<file path="src/hw/rtl/ifdr_pkg.sv">
// Package for the idle frame descriptor ring.
// Item types, buffer geometry and the controller state type; no dependencies.
`default_nettype none

package ifdr_pkg;

  localparam int BUF_BYTES     = 2048;
  localparam int FRAME_MAX     = 256;
  localparam int SLOTS_DEFAULT = 16;

  localparam int OFS_W = 11;
  localparam int LEN_W = 12;
  localparam int REM_W = 9;

  localparam logic KIND_IDLE = 1'b0;
  localparam logic KIND_POP  = 1'b1;

  typedef struct packed {
    logic             kind;
    logic [REM_W-1:0] dma_remaining;
  } in_item_t;

  typedef struct packed {
    logic             frame_valid;
    logic [OFS_W-1:0] frame_start;
    logic [LEN_W-1:0] frame_length;
    logic [OFS_W-1:0] dma_start;
  } out_item_t;

  typedef enum logic {
    S_IDLE,
    S_READ
  } ctrl_state_t;

endpackage

`default_nettype wire

</file>
<file path="src/hw/rtl/ifdr_slot_mem.sv">
// Descriptor slot memory: one write port, one read port, registered read data.
// Uses ifdr_pkg for the offset width.
`default_nettype none

module ifdr_slot_mem
  import ifdr_pkg::*;
#(
  parameter int SLOTS = SLOTS_DEFAULT,
  parameter int IDX_W = $clog2(SLOTS)
) (
  input  wire logic               clk,
  input  wire logic               wr_en,
  input  wire logic [IDX_W-1:0]   wr_addr,
  input  wire logic [2*OFS_W-1:0] wr_data,
  input  wire logic               rd_en,
  input  wire logic [IDX_W-1:0]   rd_addr,
  output logic      [2*OFS_W-1:0] rd_data
);

  logic [2*OFS_W-1:0] mem [SLOTS];

  always_ff @(posedge clk) begin
    if (wr_en) begin
      mem[wr_addr] <= wr_data;
    end
  end

  always_ff @(posedge clk) begin
    if (rd_en) begin
      rd_data <= mem[rd_addr];
    end
  end

endmodule

`default_nettype wire

</file>
<file path="src/hw/rtl/idle_frame_descriptor_ring.sv">
// An idle-line item or a pop on an empty ring gives its result in the next cycle after
// acceptance; a pop that finds a frame is read from slot memory, then registered out.
// Throughput: one item per cycle while out_ready is high, but a pop that finds a frame
// blocks the input while its slot read (S_READ) is under way.
// Reset clears control state, slot pointers, running offset, current start and out_valid;
// the slot memory is not cleared, as slots are read only once written. Uses ifdr_pkg.
`default_nettype none

module idle_frame_descriptor_ring
  import ifdr_pkg::*;
#(
  parameter int SLOTS = SLOTS_DEFAULT
) (
  input  wire logic      clk,
  input  wire logic      rst,
  input  wire logic      in_valid,
  output logic           in_ready,
  input  wire in_item_t  in_data,
  output logic           out_valid,
  input  wire logic      out_ready,
  output out_item_t      out_data
);

  localparam int IDX_W      = $clog2(SLOTS);
  localparam int ROOM_LIMIT = BUF_BYTES - FRAME_MAX;
  localparam int TOTAL      = FRAME_MAX + 1;

  ctrl_state_t state, state_next;

  logic [IDX_W-1:0] write_slot, read_slot;
  logic [OFS_W-1:0] fill_offset;
  logic [OFS_W-1:0] cur_start;

  logic               accept;
  logic               mem_rd_en;
  logic [2*OFS_W-1:0] rd_data;

  logic               len_ok;
  logic [REM_W:0]     frame_len;
  logic [OFS_W:0]     fill_sum;
  logic [OFS_W-1:0]   fill_wrap;
  logic [OFS_W-1:0]   end_ofs;
  logic               room_ok;
  logic [OFS_W-1:0]   new_start;
  logic [IDX_W-1:0]   write_slot_adv, read_slot_adv;
  logic               ring_empty;

  logic [OFS_W-1:0] rd_start, rd_end, diff;

  function automatic logic [IDX_W-1:0] next_slot(input logic [IDX_W-1:0] s);
    logic [IDX_W:0] n;
    n = {1'b0, s} + (IDX_W+1)'(1);
    if (n >= (IDX_W+1)'(SLOTS - 1)) begin
      n = '0;
    end
    return n[IDX_W-1:0];
  endfunction

  assign accept = in_valid && in_ready;

  assign len_ok    = {1'b0, in_data.dma_remaining} < (REM_W+1)'(TOTAL);
  assign frame_len = (REM_W+1)'(TOTAL) - {1'b0, in_data.dma_remaining};
  assign fill_sum  = {1'b0, fill_offset} + (OFS_W+1)'(frame_len);
  assign fill_wrap = fill_sum[OFS_W-1:0];
  assign end_ofs   = fill_wrap - OFS_W'(1);
  assign room_ok   = {1'b0, fill_wrap} <= (OFS_W+1)'(ROOM_LIMIT);
  assign new_start = room_ok ? fill_wrap : '0;

  assign write_slot_adv = next_slot(write_slot);
  assign read_slot_adv  = next_slot(read_slot);
  assign ring_empty     = read_slot == write_slot;

  assign rd_start = rd_data[2*OFS_W-1:OFS_W];
  assign rd_end   = rd_data[OFS_W-1:0];
  assign diff     = rd_end - rd_start;

  always_comb begin
    state_next = state;
    case (state)
      S_IDLE: begin
        if (accept && in_data.kind == KIND_POP && !ring_empty) begin
          state_next = S_READ;
        end
      end
      S_READ:  state_next = S_IDLE;
      default: state_next = S_IDLE;
    endcase
  end

  always_comb begin
    in_ready  = 1'b0;
    mem_rd_en = 1'b0;
    case (state)
      S_IDLE: begin
        in_ready  = !out_valid || out_ready;
        mem_rd_en = accept && in_data.kind == KIND_POP;
      end
      S_READ:  in_ready = 1'b0;
      default: in_ready = 1'b0;
    endcase
  end

  always_ff @(posedge clk) begin
    if (rst) begin
      state <= S_IDLE;
    end else begin
      state <= state_next;
    end
  end

  always_ff @(posedge clk) begin
    if (rst) begin
      write_slot  <= '0;
      read_slot   <= '0;
      fill_offset <= '0;
      cur_start   <= '0;
    end else begin
      if (accept && in_data.kind == KIND_IDLE && len_ok) begin
        write_slot  <= write_slot_adv;
        fill_offset <= new_start;
        cur_start   <= new_start;
      end
      if (state == S_READ) begin
        read_slot <= read_slot_adv;
      end
    end
  end

  always_ff @(posedge clk) begin
    if (rst) begin
      out_valid <= 1'b0;
    end else if ((accept && (in_data.kind == KIND_IDLE || ring_empty)) ||
                 state == S_READ) begin
      out_valid <= 1'b1;
    end else if (out_ready) begin
      out_valid <= 1'b0;
    end
  end

  always_ff @(posedge clk) begin
    if (state == S_READ) begin
      out_data.frame_valid  <= 1'b1;
      out_data.frame_start  <= rd_start;
      out_data.frame_length <= {1'b0, diff} + LEN_W'(1);
      out_data.dma_start    <= cur_start;
    end else if (accept && (in_data.kind == KIND_IDLE || ring_empty)) begin
      out_data.frame_valid  <= 1'b0;
      out_data.frame_start  <= '0;
      out_data.frame_length <= '0;
      out_data.dma_start    <= (in_data.kind == KIND_IDLE && len_ok) ? new_start : cur_start;
    end
  end

  ifdr_slot_mem #(
    .SLOTS (SLOTS),
    .IDX_W (IDX_W)
  ) u_slot_mem (
    .clk     (clk),
    .wr_en   (accept && in_data.kind == KIND_IDLE && len_ok),
    .wr_addr (write_slot),
    .wr_data ({cur_start, end_ofs}),
    .rd_en   (mem_rd_en),
    .rd_addr (read_slot),
    .rd_data (rd_data)
  );

  a_read_out_empty: assert property (@(posedge clk) disable iff (rst)
    state == S_READ |-> !out_valid)
    else $error("output register busy during slot read");

  a_pop_enters_read: assert property (@(posedge clk) disable iff (rst)
    accept && in_data.kind == KIND_POP && !ring_empty |=> state == S_READ)
    else $error("pop on non-empty ring did not start a slot read");

  a_read_gives_frame: assert property (@(posedge clk) disable iff (rst)
    state == S_READ |=> out_valid && out_data.frame_valid)
    else $error("slot read did not deliver a frame item");

  a_idle_no_frame: assert property (@(posedge clk) disable iff (rst)
    accept && in_data.kind == KIND_IDLE |=> out_valid && !out_data.frame_valid)
    else $error("idle-line item reported a frame");

  a_slot_range: assert property (@(posedge clk) disable iff (rst)
    {1'b0, write_slot} <= (IDX_W+1)'(SLOTS - 2) &&
    {1'b0, read_slot} <= (IDX_W+1)'(SLOTS - 2))
    else $error("slot pointer beyond last used slot");

endmodule

`default_nettype wire

</file>
<file path="config.mk">
export PLATFORM = sky130hd
export DESIGN_NAME = idle_frame_descriptor_ring
export DESIGN_NICKNAME = d
export VERILOG_FILES = /design/src/hw/rtl/ifdr_pkg.sv /design/src/hw/rtl/ifdr_slot_mem.sv /design/src/hw/rtl/idle_frame_descriptor_ring.sv
export SDC_FILE = /design/constraint.sdc
export NUM_CORES = 1
export LEC_CHECK = 0
export BUFFER_PORTS_ARGS = -buffer_cell sky130_fd_sc_hd__buf_2
export CORE_AREA = 2 2 186 188
export CTS_BUF_LIST = sky130_fd_sc_hd__clkbuf_8
export CTS_CLUSTER_DIAMETER = 200
export DETAILED_ROUTE_END_ITERATION = 8
export DIE_AREA = 0 0 188 190
export PLACE_DENSITY = 0.71
export SLEW_MARGIN = 20
export SYNTH_ARGS = -nofsm -noshare
export SYNTH_HDL_FRONTEND = slang
export SYNTH_HIERARCHICAL = 1
export SYNTH_SLANG_ARGS = --single-unit
</file>
<file path="constraint.sdc">
create_clock -name clk -period 6.1 [get_ports clk]
set_input_delay 1.22 -clock clk [delete_from_list [all_inputs] [get_ports clk]]
set_output_delay 1.22 -clock clk [all_outputs]
set_load 0.02 [all_outputs]
</file>
; Yosys cells after proc, flatten, opt, wreduce, memory -nomap -nowiden
; Memories as Yosys holds them, arrays and structs flattened. A register that Yosys moved wholly into a read port is not among the register bits.
; Index checks and enable logic that the tools add are counted.
[totals]
in_bits = 14
n_memories = 1
mem_bits_rw = 352
output_inout_bits = 37
ff_bits = 56
word_cells = 52
[mem_list]
columns = name, words, width, rd, rd_clocked_by_memory_dff, write_ports, line
row1 = u_slot_mem.mem, 16, 22, 1, 1, 1, ifdr_slot_mem.sv:20  ; logic [2*OFS_W-1:0] mem [SLOTS];
[op_classes]
muxes = 14
add_sub_neg = 7
n_reduce_logical = 14
eq_ne = 1
n_bitwise = 2
order_cmp = 4
[ops]
columns = operator, count
row1 = 34-bit 2-to-1 mux, 2
row2 = 11-bit 2-to-1 mux, 2
row3 = "11-bit by 1-bit adder with 12-bit output, second input constant", 1
row4 = 11-bit by 10-bit adder with 11-bit output, 1
row5 = "11-bit less-or-equal comparator, second input constant", 1
row6 = "11-bit by 1-bit subtractor with 11-bit output, second input constant", 1
row7 = 11-bit subtractor, 1
row8 = "4-bit by 1-bit adder with 5-bit output, second input constant", 2
row9 = "5-bit by 4-bit greater-or-equal comparator with 1-bit output, second input constant", 2
row10 = "9-bit by 9-bit subtractor with 10-bit output, first input constant", 1
row11 = "9-bit < comparator, second input constant", 1
row12 = 4-bit 2-to-1 mux, 2
row13 = 1-bit logical AND, 7
row14 = 1-bit 2-to-1 mux, 6
row15 = 4-bit == test, 1
row16 = 1-bit case mux with 2 select lines, 2
row17 = 2-bit nonzero test, 2
row18 = 1-bit logical OR, 3
row19 = 1-bit zero test, 2
row20 = 1-bit NOT, 2

; Depth between registers and ports, before layout
[logic_depth]
depth_word = 8
depth_mapped = 12
mapped_depth_nobuf = 11

; By module
; The synthesis kept the hierarchy.
[modules_own_cells]
columns = module, seq_area_each_um2, cells_per_inst, instances, area_per_inst_um2
row1 = ifdr_slot_mem, 11230.8, 583, 1, 14042.2
row2 = idle_frame_descriptor_ring, 1461.4, 457, 1, 4346.7

; Worst setup path after synthesis
; Ideal clock, no wire load.
[synth_path]
path_kind = input to register
from = input out_ready
to = memory u_slot_mem/mem[0][0] (netlist name) (enable)
arrival_time_ns = 4.295
n_path_buf = 1
setup_time_ns = 0.429
stages = 7
required_ns = 5.671
setup_slack_ns = 1.376
cell_sequence = inv_1 -> a21oi_1 -> nand4bb_1 -> buf_2 -> inv_1 -> or3b_2 -> nor3_1
[synth_via]
elab_chain_cells = 7
[synth_rtl]
columns = item, line
row1 = start: declaration, idle_frame_descriptor_ring.sv:20  ; input wire logic out_ready,
row2 = 1-bit logical OR, idle_frame_descriptor_ring.sv:95  ; in_ready = !out_valid || out_ready;
row3 = 1-bit case mux with 2 select lines, idle_frame_descriptor_ring.sv:93  ; case (state)
row4 = named net in_ready, idle_frame_descriptor_ring.sv:17  ; output logic in_ready,
row5 = 1-bit logical AND, idle_frame_descriptor_ring.sv:59  ; assign accept = in_valid && in_ready;
row6 = 1-bit logical AND (2 in series), idle_frame_descriptor_ring.sv:159  ; .wr_en (accept && in_data.kind == KIND_IDLE && len_ok),
row7 = 1-bit 2-to-1 mux, ifdr_slot_mem.sv:23  ; if (wr_en) begin
row8 = 1-bit 2-to-1 mux (not written as such), ifdr_slot_mem.sv:24  ; mem[wr_addr] <= wr_data;
row9 = end: declaration, ifdr_slot_mem.sv:20
; The timed path passes the listed nets, and every way through them passes these cells.

; Worst setup path in the final report
[layout_path]
from = input in_data[2] (netlist name)
to = memory u_slot_mem/mem[9][9] (netlist name), data pin
[layout_via]
elab_chain_cells = 3
[layout_rtl]
columns = item, line
row1 = start: declaration, idle_frame_descriptor_ring.sv:18  ; input wire in_item_t in_data,
row2 = 9-bit by 9-bit subtractor with 10-bit output, idle_frame_descriptor_ring.sv:62  ; assign frame_len = (REM_W+1)'(TOTAL) - {1'b0, in_data.dma_remaining};
row3 = 11-bit by 10-bit adder with 11-bit output, idle_frame_descriptor_ring.sv:63  ; assign fill_sum = {1'b0, fill_offset} + (OFS_W+1)'(frame_len);
row4 = 11-bit by 1-bit subtractor with 11-bit output, idle_frame_descriptor_ring.sv:65  ; assign end_ofs = fill_wrap - OFS_W'(1);
row5 = named net end_ofs[9], idle_frame_descriptor_ring.sv:42  ; logic [OFS_W-1:0] end_ofs;
; The timed path passes the listed nets, and every way through them passes these cells.

==> results.md <==
## Outcome
* result of the run: finished, final reports clean

## Floorplan
* total number of placement rows: 68
* overall die width: 188 um
* Placeable Area: 33,900 um2
* Initial Utilization: 54.2%
* vertical extent of the die: 190 um
* top-level port count: 51
* Die Area: 35,700 um2

## CTS
* buffer depth of the longest clock path: 3
* number of hold buffers added after cts: 0
* count of buffers added by post-CTS timing repair for setup: 0
* CTS H-tree depth: 3
* clock tree from TritonCTS: built
* CTS sink count: 430
* post-cts sizing count: 0
* clock tree root buffer cell: sky130_fd_sc_hd__clkbuf_8
* clock latency at the later pin of the worst-skew pair: 0.61 ns
* clock slew at the register clock pins of the worst setup and hold paths: 0.06 ns
* number of buffers added by the clock tree synthesis step: 69

## Placed design
* cell count after placement: 1,531
* last weighted congestion value of the routability-driven placer: 0.873
* post-detail-place hpwl: 22.1 mm
* port buffer count: 50

## Cells and area
* diode insertion count for antenna repair: 0
* share of final-layout standard cells stronger than drive strength 1: 28.0%
* Final Instance Count excl. Fillers: 1,652
* growth of design area from synthesis to finish: 11.7%
* nets@finish: 1,192
* end-of-flow core utilization: 60.5%

## Setup path
* CP Data Required Time: 6.35 ns
* largest fanout on the critical path: 16
* count of buffering cells on the critical path with inverters included: 1
* Data arrival, critical path: 4.55 ns
* gate family responsible for the most delay along the worst path: simple AND/OR/NAND/NOR gates
* startpoint class of the critical path: primary input
* standard cell with the maximum stage delay on the critical path: sky130_fd_sc_hd__xor2_1
* type of element capturing the critical path: register
* worst setup path category: in -> reg
* critical-path cell list: buf_2, nor3_1, nor3b_1, xnor2_1, ha_1, or3b_1, o211ai_1, a311o_1, nor4_1, nand3_1, xor2_1
* CP peak stage delay: 0.84 ns

## GRT
* global-route wire length before repair: 57.7 mm
* pin count of the biggest net entering global routing: 57
* leftover overflow at the end of global routing: 0
* GRT Resource Usage Total: 21.9%
* number of global-route vias before repair: 9,843
* number of antenna violations at the first check in global routing: 0

## Synthesis
* post-synth design cell area: 18,400 um2
* Seq cells post-synth: 430
* top flip-flop cell by instance count after synthesis: sky130_fd_sc_hd__edfxtp_1
* number of cells produced by synthesis: 1,040
* Synth Net Count: 1,085
* sequential element share of the synthesized area: 69.0%
* post-synthesis async set-or-reset flop share: 0%
* per-instance average area after synthesis: 17.7 um2
* number of distinct library cell variants in the gate-level netlist after synthesis: 79
* Yosys warning count: 6
* number of synthesized flops with an enable pin: 408

## Route
* drt via density: 5.97
* detailed-router iteration count before antenna repair: 5
* Total Routed Length: 38.3 mm
* number of remaining DRC errors: 0
* DRT antenna net count: 0
* number of design-rule violations left by the first detailed-router iteration: 900
* post-detailed-route wirelength per cell: 23.2 um
* total number of vias: 9,863

## STA
* TNS Setup: 0 ns
* maximum clock frequency: 0.232 GHz
* Final Max Slew Viols: 0
* Final Hold Slack: 0.447 ns
* normalized max-slew margin: 31.1%
* RSZ-0062 raised after global routing: no
* endpoints failing setup: 0
* Final Hold Viols: 0
* Final Critical Period: 4.31 ns
* transition at the pin with the smallest max-transition slack: 1.03 ns
* setup skew after layout: 0.0332 ns
* share of the clock period used by the worst path: 70.6%

## Job
* maxcap violations: 0

## Power and ir drop
* power per cell area: 294 nW/um2
* Power, Total: 6.05 mW
* LEAKAGE: 6.85 nW
* Max VDD drop: 0.134 mV

## Min path
* path category of the worst min-delay check: reg -> reg

## flip-flops by register name, indices dropped and copies added (netlist names)
| signal | flops |
|---|---|
| u_slot_mem/rd_data | 22 |
| state | 1 |
| out_data | 35 |
| cur_start | 11 |
| u_slot_mem/mem | 352 |
| out_valid | 1 |
| write_slot | 4 |
| read_slot | 4 |
## metal layers
layer | vias to the layer above | wire length, um | track usage (%) | share of wire, %
met1 | 4952 | 15900 | 30.0 | 42
met5 | - | 0 | 0 | 0
met2 | 424 | 18700 | 36.2 | 49
met3 | 65 | 2950 | 3.84 | 7.7
li1 | 4422 | - | - | -
met4 | 0 | 710 | 6.51 | 1.9
## tightest hold or removal path, delay by kind of cell, from the launching register on
kind | cells | cell delay, ns
simple gates | 2 | 0.09
flops | 1 | 0.31
## layout make-up
type | count | area [um2]
clock buffers | 73 | 1000
flip-flops and latches | 430 | 12700
well taps | 455 | 569
fillers | 2430 | 13400
repair buffers | 80 | 475
inverters | 36 | 135
clock inverters | 48 | 282
multi-input cells | 530 | 5370
## cells by family after synthesis
family | synth area share, %
buffers and inverters | 2.20
muxes | 11.0
AOI/OAI and AO/OA | 7.78
and+or+nand+nor | 5.97
DFF | 69.0
xor gates and xnor gates | 1.79
adders and majority gates | 2.19
## path summary, 6_finish.rpt
kind                                                        to                 startpoint  slack, ns  cells past startpoint
worst max register to register  u_slot_mem/mem[9][9]$_DFFE_PP_  cur_start[0]$_SDFFE_PP0P_       1.86                      9
worst max-delay path            u_slot_mem/mem[9][9]$_DFFE_PP_                 in_data[2]       1.79                     11
worst min-delay path                 out_data[34]$_SDFFE_PP1P_  out_data[34]$_SDFFE_PP1P_       0.45                      2
worst min register to register       out_data[34]$_SDFFE_PP1P_  out_data[34]$_SDFFE_PP1P_       0.45                      2
## where the power goes
group	switching, mW	leakage, nW	internal [mW]
combinational	0.267	2.17	0.127
sequential	0.0303	3.92	3.32
clock	1.07	0.761	1.23
total	1.37	6.85	4.68
## stage by stage
step | worst slack, ns | cell area (um2)
detailed placement | 1.36 | 19200
global placement | 1.46 | 19200
floorplan | 1.38 | 18400
finish | 1.79 | 20500
global route | 1.46 | 20500
CTS | 1.98 | 20500
## cell usage in the layout, fill, tap and decap left out, types with 7 or more instances in the layout
master and n:
sky130_fd_sc_hd__o211ai_1 7, sky130_fd_sc_hd__edfxtp_1 408, sky130_fd_sc_hd__o21ai_0 15, sky130_fd_sc_hd__nor3_1 16, sky130_fd_sc_hd__and2_1 10, sky130_fd_sc_hd__a22oi_2 21
sky130_fd_sc_hd__a22oi_1 24, sky130_fd_sc_hd__inv_1 66, sky130_fd_sc_hd__nor2_2 13, sky130_fd_sc_hd__buf_4 30, sky130_fd_sc_hd__xnor2_1 16, sky130_fd_sc_hd__buf_2 50
sky130_fd_sc_hd__nand3_1 12, sky130_fd_sc_hd__nor2_1 36, sky130_fd_sc_hd__xor2_1 13, sky130_fd_sc_hd__clkbuf_8 73, sky130_fd_sc_hd__o31ai_1 8, sky130_fd_sc_hd__nand2b_1 11
sky130_fd_sc_hd__dfxtp_1 20, sky130_fd_sc_hd__nand3b_1 11, sky130_fd_sc_hd__a21oi_1 16, sky130_fd_sc_hd__nand2_1 58, sky130_fd_sc_hd__mux4_2 88, sky130_fd_sc_hd__ha_1 29
sky130_fd_sc_hd__o41ai_2 9
## Yosys cell counts (all sizes together), types with 2 or more instances
cell     instances  area share [%]
xnor2           18            0.86
a311oi           4            0.19
ha              29             2.0
a311o            2            0.11
fa               2            0.22
a21o             4            0.16
nand3           12            0.33
nand4            3            0.14
o22ai            3            0.10
o31ai           14            0.73
nor4             7            0.44
or2              5            0.18
a211o            4            0.19
buf             24             1.1
and2            10            0.34
or3b             3            0.14
dfxtp           22             2.4
a31oi            3            0.10
and3             4            0.16
nor2            49             1.0
or3              4            0.14
nor2b            4            0.14
o21ai           17            0.46
a22oi           45             2.4
a2111oi          6            0.44
inv             36            0.73
nand2           58             1.2
nand2b          11            0.37
o41ai           12            0.94
a211oi           4            0.16
clkbuf          20            0.41
o21a             5            0.20
mux2i            5            0.27
edfxtp         408              67
nand3b          11            0.45
mux4            88              11
nor3b            4            0.22
a21oi           19            0.58
a22o             2           0.095
nor3            20            0.54
xor2            17            0.93
o211ai           8            0.35
Note: power is estimated with default switching activity, not from simulation.
